===== src/rtl/core/ntchtp_pkg.sv =====
package ntchtp_pkg;

  localparam int unsigned SampleW = 8;
  localparam int unsigned SumW    = 12;
  localparam int unsigned CntW    = 6;
  localparam int unsigned IdxW    = 4;
  localparam int unsigned CfgIdxW = 3;

  localparam logic [IdxW-1:0] LastIndex = IdxW'(10);   // eleventh word of a group
  localparam int unsigned     MeanShift = 3;

  localparam logic [CntW-1:0] TicksPerSecond   = CntW'(50);
  localparam logic [CntW-1:0] SecondsPerMinute = CntW'(60);
  localparam logic [CntW-1:0] MinutesPerHour   = CntW'(60);

  localparam logic [1:0] StIdle    = 2'd0;
  localparam logic [1:0] StHeat    = 2'd1;
  localparam logic [1:0] StBan     = 2'd2;
  localparam logic [1:0] StBanExit = 2'd3;

  localparam logic [CfgIdxW-1:0] CfgErrorHigh = CfgIdxW'(0);
  localparam logic [CfgIdxW-1:0] CfgErrorLow  = CfgIdxW'(1);
  localparam logic [CfgIdxW-1:0] CfgHeatOn    = CfgIdxW'(2);
  localparam logic [CfgIdxW-1:0] CfgHeatOff   = CfgIdxW'(3);
  localparam logic [CfgIdxW-1:0] CfgOverheat  = CfgIdxW'(4);
  localparam logic [CfgIdxW-1:0] CfgCooled    = CfgIdxW'(5);

endpackage


===== src/rtl/core/ntc_heater_thermostat_protect_unit.sv =====
// Thermostat with overheat lockout for an NTC sensor. One eight-bit ADC sample is
// taken per input word and the block can accept one every clock cycle. Samples come
// in groups of eleven: the first is dropped, the other ten are summed and trimmed of
// their maximum and minimum, and the sum over eight gives the reading. Each reading
// yields one output word: the reading is registered, then thermostat, fault window
// and the one-hour lockout timer apply as it moves to the output. Input stalls only
// while a reading waits behind an output word that is not taken. The user must write
// thresholds through the cfg port while the block is idle; the block does not check.
module ntc_heater_thermostat_protect_unit
  import ntchtp_pkg::*;
(
  input  logic               clk_i,
  input  logic               rst_ni,
  input  logic               cfg_we_i,
  input  logic [CfgIdxW-1:0] cfg_idx_i,
  input  logic [7:0]         cfg_wdata_i,
  input  logic               s_axis_tvalid,
  output logic               s_axis_tready,
  input  logic [7:0]         s_axis_tdata,   // [7:0] adc_sample
  output logic               m_axis_tvalid,
  input  logic               m_axis_tready,
  output logic [15:0]        m_axis_tdata    // [7:0] reading, [8] heater_on,
                                             // [10:9] status, [11] protecting, rest 0
);

  logic [7:0] err_hi_q, err_lo_q, heat_on_q, heat_off_q, overheat_q, cooled_q;

  always_ff @(posedge clk_i or negedge rst_ni) begin
    if (!rst_ni) begin
      err_hi_q   <= 8'd250;
      err_lo_q   <= 8'd5;
      heat_on_q  <= 8'd150;
      heat_off_q <= 8'd130;
      overheat_q <= 8'd80;
      cooled_q   <= 8'd90;
    end else if (cfg_we_i) begin
      case (cfg_idx_i)
        CfgErrorHigh: err_hi_q   <= cfg_wdata_i;
        CfgErrorLow:  err_lo_q   <= cfg_wdata_i;
        CfgHeatOn:    heat_on_q  <= cfg_wdata_i;
        CfgHeatOff:   heat_off_q <= cfg_wdata_i;
        CfgOverheat:  overheat_q <= cfg_wdata_i;
        CfgCooled:    cooled_q   <= cfg_wdata_i;
        default: ;
      endcase
    end
  end

  // Handshake between the stages.
  logic out_free, s_acc, rd_move;
  logic rd_vld_q;
  logic out_vld_q;

  assign out_free      = !out_vld_q || m_axis_tready;
  assign rd_move       = rd_vld_q && out_free;
  assign s_axis_tready = !rd_vld_q || out_free;
  assign s_acc         = s_axis_tvalid && s_axis_tready;

  // Group accumulation, done as each word is accepted.
  logic [IdxW-1:0]    idx_q;
  logic [SampleW-1:0] max_q, min_q, max_n, min_n;
  logic [SumW-1:0]    sum_q, sum_n, trimmed;
  logic [SampleW-1:0] rd_q;

  always_comb begin
    max_n = max_q;
    min_n = min_q;
    sum_n = sum_q;
    if (idx_q != '0) begin
      if (s_axis_tdata > max_q) max_n = s_axis_tdata;
      if (s_axis_tdata < min_q) min_n = s_axis_tdata;
      sum_n = sum_q + SumW'(s_axis_tdata);
    end
    trimmed = sum_n - (SumW'(max_n) + SumW'(min_n));
  end

  always_ff @(posedge clk_i or negedge rst_ni) begin
    if (!rst_ni) begin
      idx_q    <= '0;
      max_q    <= '0;
      min_q    <= '1;
      sum_q    <= '0;
      rd_vld_q <= 1'b0;
    end else begin
      if (rd_move) rd_vld_q <= 1'b0;
      if (s_acc) begin
        if (idx_q == LastIndex) begin
          idx_q    <= '0;
          max_q    <= '0;
          min_q    <= '1;
          sum_q    <= '0;
          rd_vld_q <= 1'b1;
        end else begin
          idx_q <= idx_q + IdxW'(1);
          max_q <= max_n;
          min_q <= min_n;
          sum_q <= sum_n;
        end
      end
    end
  end

  always_ff @(posedge clk_i) begin
    if (s_acc && idx_q == LastIndex) rd_q <= SampleW'(trimmed >> MeanShift);
  end

  // Thermostat and lockout update for one reading.
  logic            heater_q, heater_d, lock_q, lock_d, restart_q, restart_d;
  logic [1:0]      status_q, status_d;
  logic [CntW-1:0] tick_q, tick_d, sec_q, sec_d, min_cnt_q, min_cnt_d;

  always_comb begin
    heater_d  = heater_q;
    status_d  = status_q;
    lock_d    = lock_q;
    restart_d = restart_q;
    tick_d    = tick_q;
    sec_d     = sec_q;
    min_cnt_d = min_cnt_q;
    if (rd_q > err_hi_q || rd_q < err_lo_q) begin
      heater_d = 1'b0;
      status_d = StIdle;
    end else begin
      if (!lock_q) begin
        if (rd_q > heat_on_q) begin
          heater_d = 1'b1;
          status_d = StHeat;
        end
        if (rd_q < heat_off_q) begin
          heater_d = 1'b0;
          status_d = StIdle;
        end
      end
      if (rd_q < overheat_q) begin
        status_d = StBan;
        heater_d = 1'b0;
        if (!lock_q) begin
          lock_d    = 1'b1;
          restart_d = 1'b1;
        end
      end
      if (lock_d) begin
        // A pending restart zeroes the timer before this reading is counted.
        if (restart_d) begin
          restart_d = 1'b0;
          tick_d    = '0;
          sec_d     = '0;
          min_cnt_d = '0;
        end
        tick_d = tick_d + CntW'(1);
        if (tick_d >= TicksPerSecond) begin
          tick_d = '0;
          sec_d  = sec_d + CntW'(1);
          if (sec_d >= SecondsPerMinute) begin
            sec_d     = '0;
            min_cnt_d = min_cnt_d + CntW'(1);
            if (min_cnt_d >= MinutesPerHour) begin
              min_cnt_d = '0;
              if (rd_q < cooled_q) begin
                restart_d = 1'b1;
              end else begin
                lock_d   = 1'b0;
                status_d = StBanExit;
              end
            end
          end
        end
      end
    end
  end

  always_ff @(posedge clk_i or negedge rst_ni) begin
    if (!rst_ni) begin
      heater_q  <= 1'b0;
      status_q  <= StIdle;
      lock_q    <= 1'b0;
      restart_q <= 1'b0;
      tick_q    <= '0;
      sec_q     <= '0;
      min_cnt_q <= '0;
      out_vld_q <= 1'b0;
    end else begin
      if (out_free) out_vld_q <= rd_move;
      if (rd_move) begin
        heater_q  <= heater_d;
        status_q  <= status_d;
        lock_q    <= lock_d;
        restart_q <= restart_d;
        tick_q    <= tick_d;
        sec_q     <= sec_d;
        min_cnt_q <= min_cnt_d;
      end
    end
  end

  logic [SampleW-1:0] out_rd_q;

  always_ff @(posedge clk_i) begin
    if (rd_move) out_rd_q <= rd_q;
  end

  assign m_axis_tvalid = out_vld_q;
  assign m_axis_tdata  = {4'b0000, lock_q, status_q, heater_q, out_rd_q};

endmodule


===== config.mk =====
export PLATFORM = sky130hd
export DESIGN_NAME = ntc_heater_thermostat_protect_unit
export DESIGN_NICKNAME = d
export VERILOG_FILES = /design/src/rtl/core/ntchtp_pkg.sv /design/src/rtl/core/ntc_heater_thermostat_protect_unit.sv
export SDC_FILE = /design/constraint.sdc
export NUM_CORES = 1
export LEC_CHECK = 0
export ABC_AREA = 1
export BUFFER_PORTS_ARGS = -buffer_cell sky130_fd_sc_hd__buf_2
export CAP_MARGIN = 20
export CELL_PAD_IN_SITES_DETAIL_PLACEMENT = 0
export CELL_PAD_IN_SITES_GLOBAL_PLACEMENT = 1
export CORE_MARGIN = 2
export CORE_UTILIZATION = 50
export CTS_CLUSTER_DIAMETER = 150
export DETAILED_ROUTE_END_ITERATION = 8
export GPL_TIMING_DRIVEN = 0
export MAX_ROUTING_LAYER = met4
export PLACE_DENSITY_LB_ADDON = 0.1
export SYNTH_ARGS = -nofsm -noshare
export SYNTH_HDL_FRONTEND = slang
export SYNTH_SLANG_ARGS = --single-unit

===== constraint.sdc =====
create_clock -name clk_i -period 7.59 [get_ports clk_i]
set_input_delay 1.518 -clock clk_i [delete_from_list [all_inputs] [get_ports clk_i]]
set_output_delay 1.518 -clock clk_i [all_outputs]
set_load 0.05 [all_outputs]

==> reports/results.ini <==
[drt]
routed_wl_mm = 18.5
firstDrtPassIters = 4
vias = 6352
via_per_inst = 5.10
drc = 0
drt-wirelength-per-cell_um = 14.9
dr.first_iter.drc_count = 397
detail-route-antenna-nets = 0

[clock_tree]
cts_sinks = 120
insertion_delay_ns = 0.42
clkTransAtPathRegs_ns = 0.06
clockRootBuffer = clkbuf_16
clock_path_buffers = 2
htreeDepth = 4
cts_tree = done
cts_buffers = 17
post_cts_resized = 0
post-cts-setup-buffers = 0
cts_hold_buf = 0

[layout]
syn2layout_area_growth_pct = 14.1
drive_gt1_share_pct = 13.5
fillers = 1432
regMostFlops = sum_q
antenna_cells = 0
largest_reg_flops = 11
nNetsFinal = 1133

[floorplanning]
core-area_mm2 = 0.0153
die_y_um = 129
num_rows = 45
start_util_pct = 51.4
die_x_um = 129
io_pins = 42
die_area_mm2 = 0.0167

[sta]
setup_violations = 0
max_slew.worst_pin.slew_ns = 0.850
setup_ws_ns = 2.09
min_period_ns = 5.50
setup_tns_ns = 0
rsz0062_at_grt = false
slew_violations = 0
hold_viol_final = 0
slew_headroom_pct = 42.4
layout_worst_path_cycle_share_pct = 72.5
fin_skew_ns = 0.00986
fmax_mhz = 182

[yosys]
synth_area_per_cell_um2 = 8.16
yosysTopAreaCell = dfrtp_1
async_reset_ff_share_pct = 86.7
synth_area_leaders = dfrtp_1 (24%), ha_1 (13%), nand2_1 (10%)
yosysSeqAreaShare_pct = 39.8
yosysWarnings = 0
synth_edf_count = 16
synthesis.area_mm2 = 0.00784
synth_cells = 961
netlist-cell-type-count = 48
yosysTopAreaCellShare_pct = 24.3
yosys_most_used_dff = dfrtp_1
synth_seq_cells = 120

[pwr]
p_leak_nw = 4.49
ir_drop_v = 0.000457
pwr_density_cell_mw_per_mm2 = 438

[worst_setup_path]
worstSetupPathType = input pin to flop
end_kind = flop
cp.arrival_ns = 5.66
required_ns = 7.75
reg2reg_slack_ns = 2.84
path_max_fanout = 10
cp-start-kind = input pin

[placement]
io_buffers = 37
place_hpwl_mm = 13.5
post-place-ws_ns = 1.73
gp_congestion = 0.813

[min_path]
min_path_type = flop to flop

[grt]
grt_pass1_wl_mm = 30.8
overflow = 0
grt_pass1_vias = 6112
grt_max_degree = 67
antenna_found_initial = 0
grt_util_all_layers_pct = 24.8

[status]
status = finished, final reports clean

[flow_run]
maxCapViolCount = 0

## kinds of logic after synthesis
family                     after synthesis  synth area share [%]
DFF                                    120                  39.8
AOI/OAI and AO/OA                      208                  14.5
buffers and inverters                  191                  9.83
adders and majority gates               88                  14.8
and+or+nand+nor                        336                  19.1
muxes                                    1                 0.128
other                                    1                0.0478
xor gates and xnor gates                16                  1.79
## worst paths after layout
| check | depth (start not counted) | to | start |
|---|---|---|---|
| max reg2reg | 18 | rd_q[7]$_DFFE_PP_ | min_q[7]$_DFFE_PN1P_ |
| min in group asynchronous | 1 | err_lo_q[3]$_DFFE_PN0P_ | rst_ni |
| max | 20 | rd_q[7]$_DFFE_PP_ | s_axis_tdata[5] |
| min | 0 | out_rd_q[0]$_DFFE_PP_ | rd_q[0]$_DFFE_PP_ |
| max in group asynchronous | 2 | min_q[0]$_DFFE_PN1P_ | rst_ni |
| min reg2reg | 0 | out_rd_q[0]$_DFFE_PP_ | rd_q[0]$_DFFE_PP_ |
## stage by stage
stage / std cells / util, % / instance area (µm²) / power (W) / hold slack [ns]
global route: 1245 / 58.6 / 8940 / 0.00429 / 0.485
global placement: 1212 / 54.4 / 8300 / 0.00305 / 0.454
floorplan: 964 / - / 7850 / 0.00263 / 0.448
finish: 1245 / 58.6 / 8940 / 0.00392 / 0.476
detailed placement: 1213 / 54.6 / 8330 / 0.00308 / 0.469
CTS: 1245 / 58.6 / 8940 / 0.00395 / 0.469
## per-layer routing
layer  global-route usage (%)  up-vias  share of wire, %
met1                     34.3     2975                50
met3                     4.71       10               3.4
met5                        -        -                 0
li1                         -     3271                 -
met2                     38.5       96                45
met4                     4.86        0              0.83
## Yosys cell counts (7+ instances only)
cell,n
o21ai_1,7
inv_1,159
nand2_1,210
fa_1,8
buf_4,7
edfxtp_1,16
xor2_1,13
a21oi_1,52
clkbuf_1,15
o211ai_1,10
dfstp_2,28
o22ai_1,15
dfrtp_1,76
o21ai_0,106
nand3_1,33
ha_1,80
nand4_1,15
nor2_1,44
## critical path: stages
cell and delay, ns:
buf_2 0.15, ha_1 0.31, nand4_1 0.09, inv_1 0.07, nand2_1 0.05, o311ai_1 0.70
clkbuf_1 0.40, nand2_1 0.08, o21ai_0 0.18, fa_1 0.49, ha_1 0.31, a21oi_1 0.13
o21ai_0 0.22, nand4_1 0.14, o211ai_1 0.16, nand2_1 0.11, nand2_1 0.08, a21oi_1 0.22
nand2_1 0.10, xor2_1 0.15
## layout by cell type, fill, tap and decap left out, types with 7 or more instances in the layout
cell / n
nand2_1: 210
inv_1: 159
o21ai_0: 106
ha_1: 80
dfrtp_1: 76
a21oi_1: 52
nor2_1: 44
buf_2: 39
nand3_1: 33
dfstp_2: 28
clkbuf_16: 17
edfxtp_1: 16
clkbuf_1: 15
nand4_1: 15
o22ai_1: 15
xor2_1: 13
o211ai_1: 10
buf_4: 8
fa_1: 8
o21ai_1: 7
## cell type report
cell class              count  area [µm²]  share of cell area, %
flip-flops and latches    120        3120                   34.9
clock buffers              20         467                   5.22
clock inverters            12         149                   1.66
multi-input cells         653        3960                   44.3
plain buffers              27         155                   1.73
repair buffers             38         215                   2.41
well taps                 211         264                   2.95
inverters                 164         616                   6.88
## report_power, final
| part | switching [W] | total [W] | internal [W] | leakage [nW] |
|---|---|---|---|---|
| clock network | 0.000299 | 0.000839 | 0.000540 | 0.294 |
| logic | 0.00121 | 0.00198 | 0.000779 | 2.80 |
| registers | 0.000131 | 0.00109 | 0.000963 | 1.39 |
No activity file was read; power rests on OpenSTA's default activity.
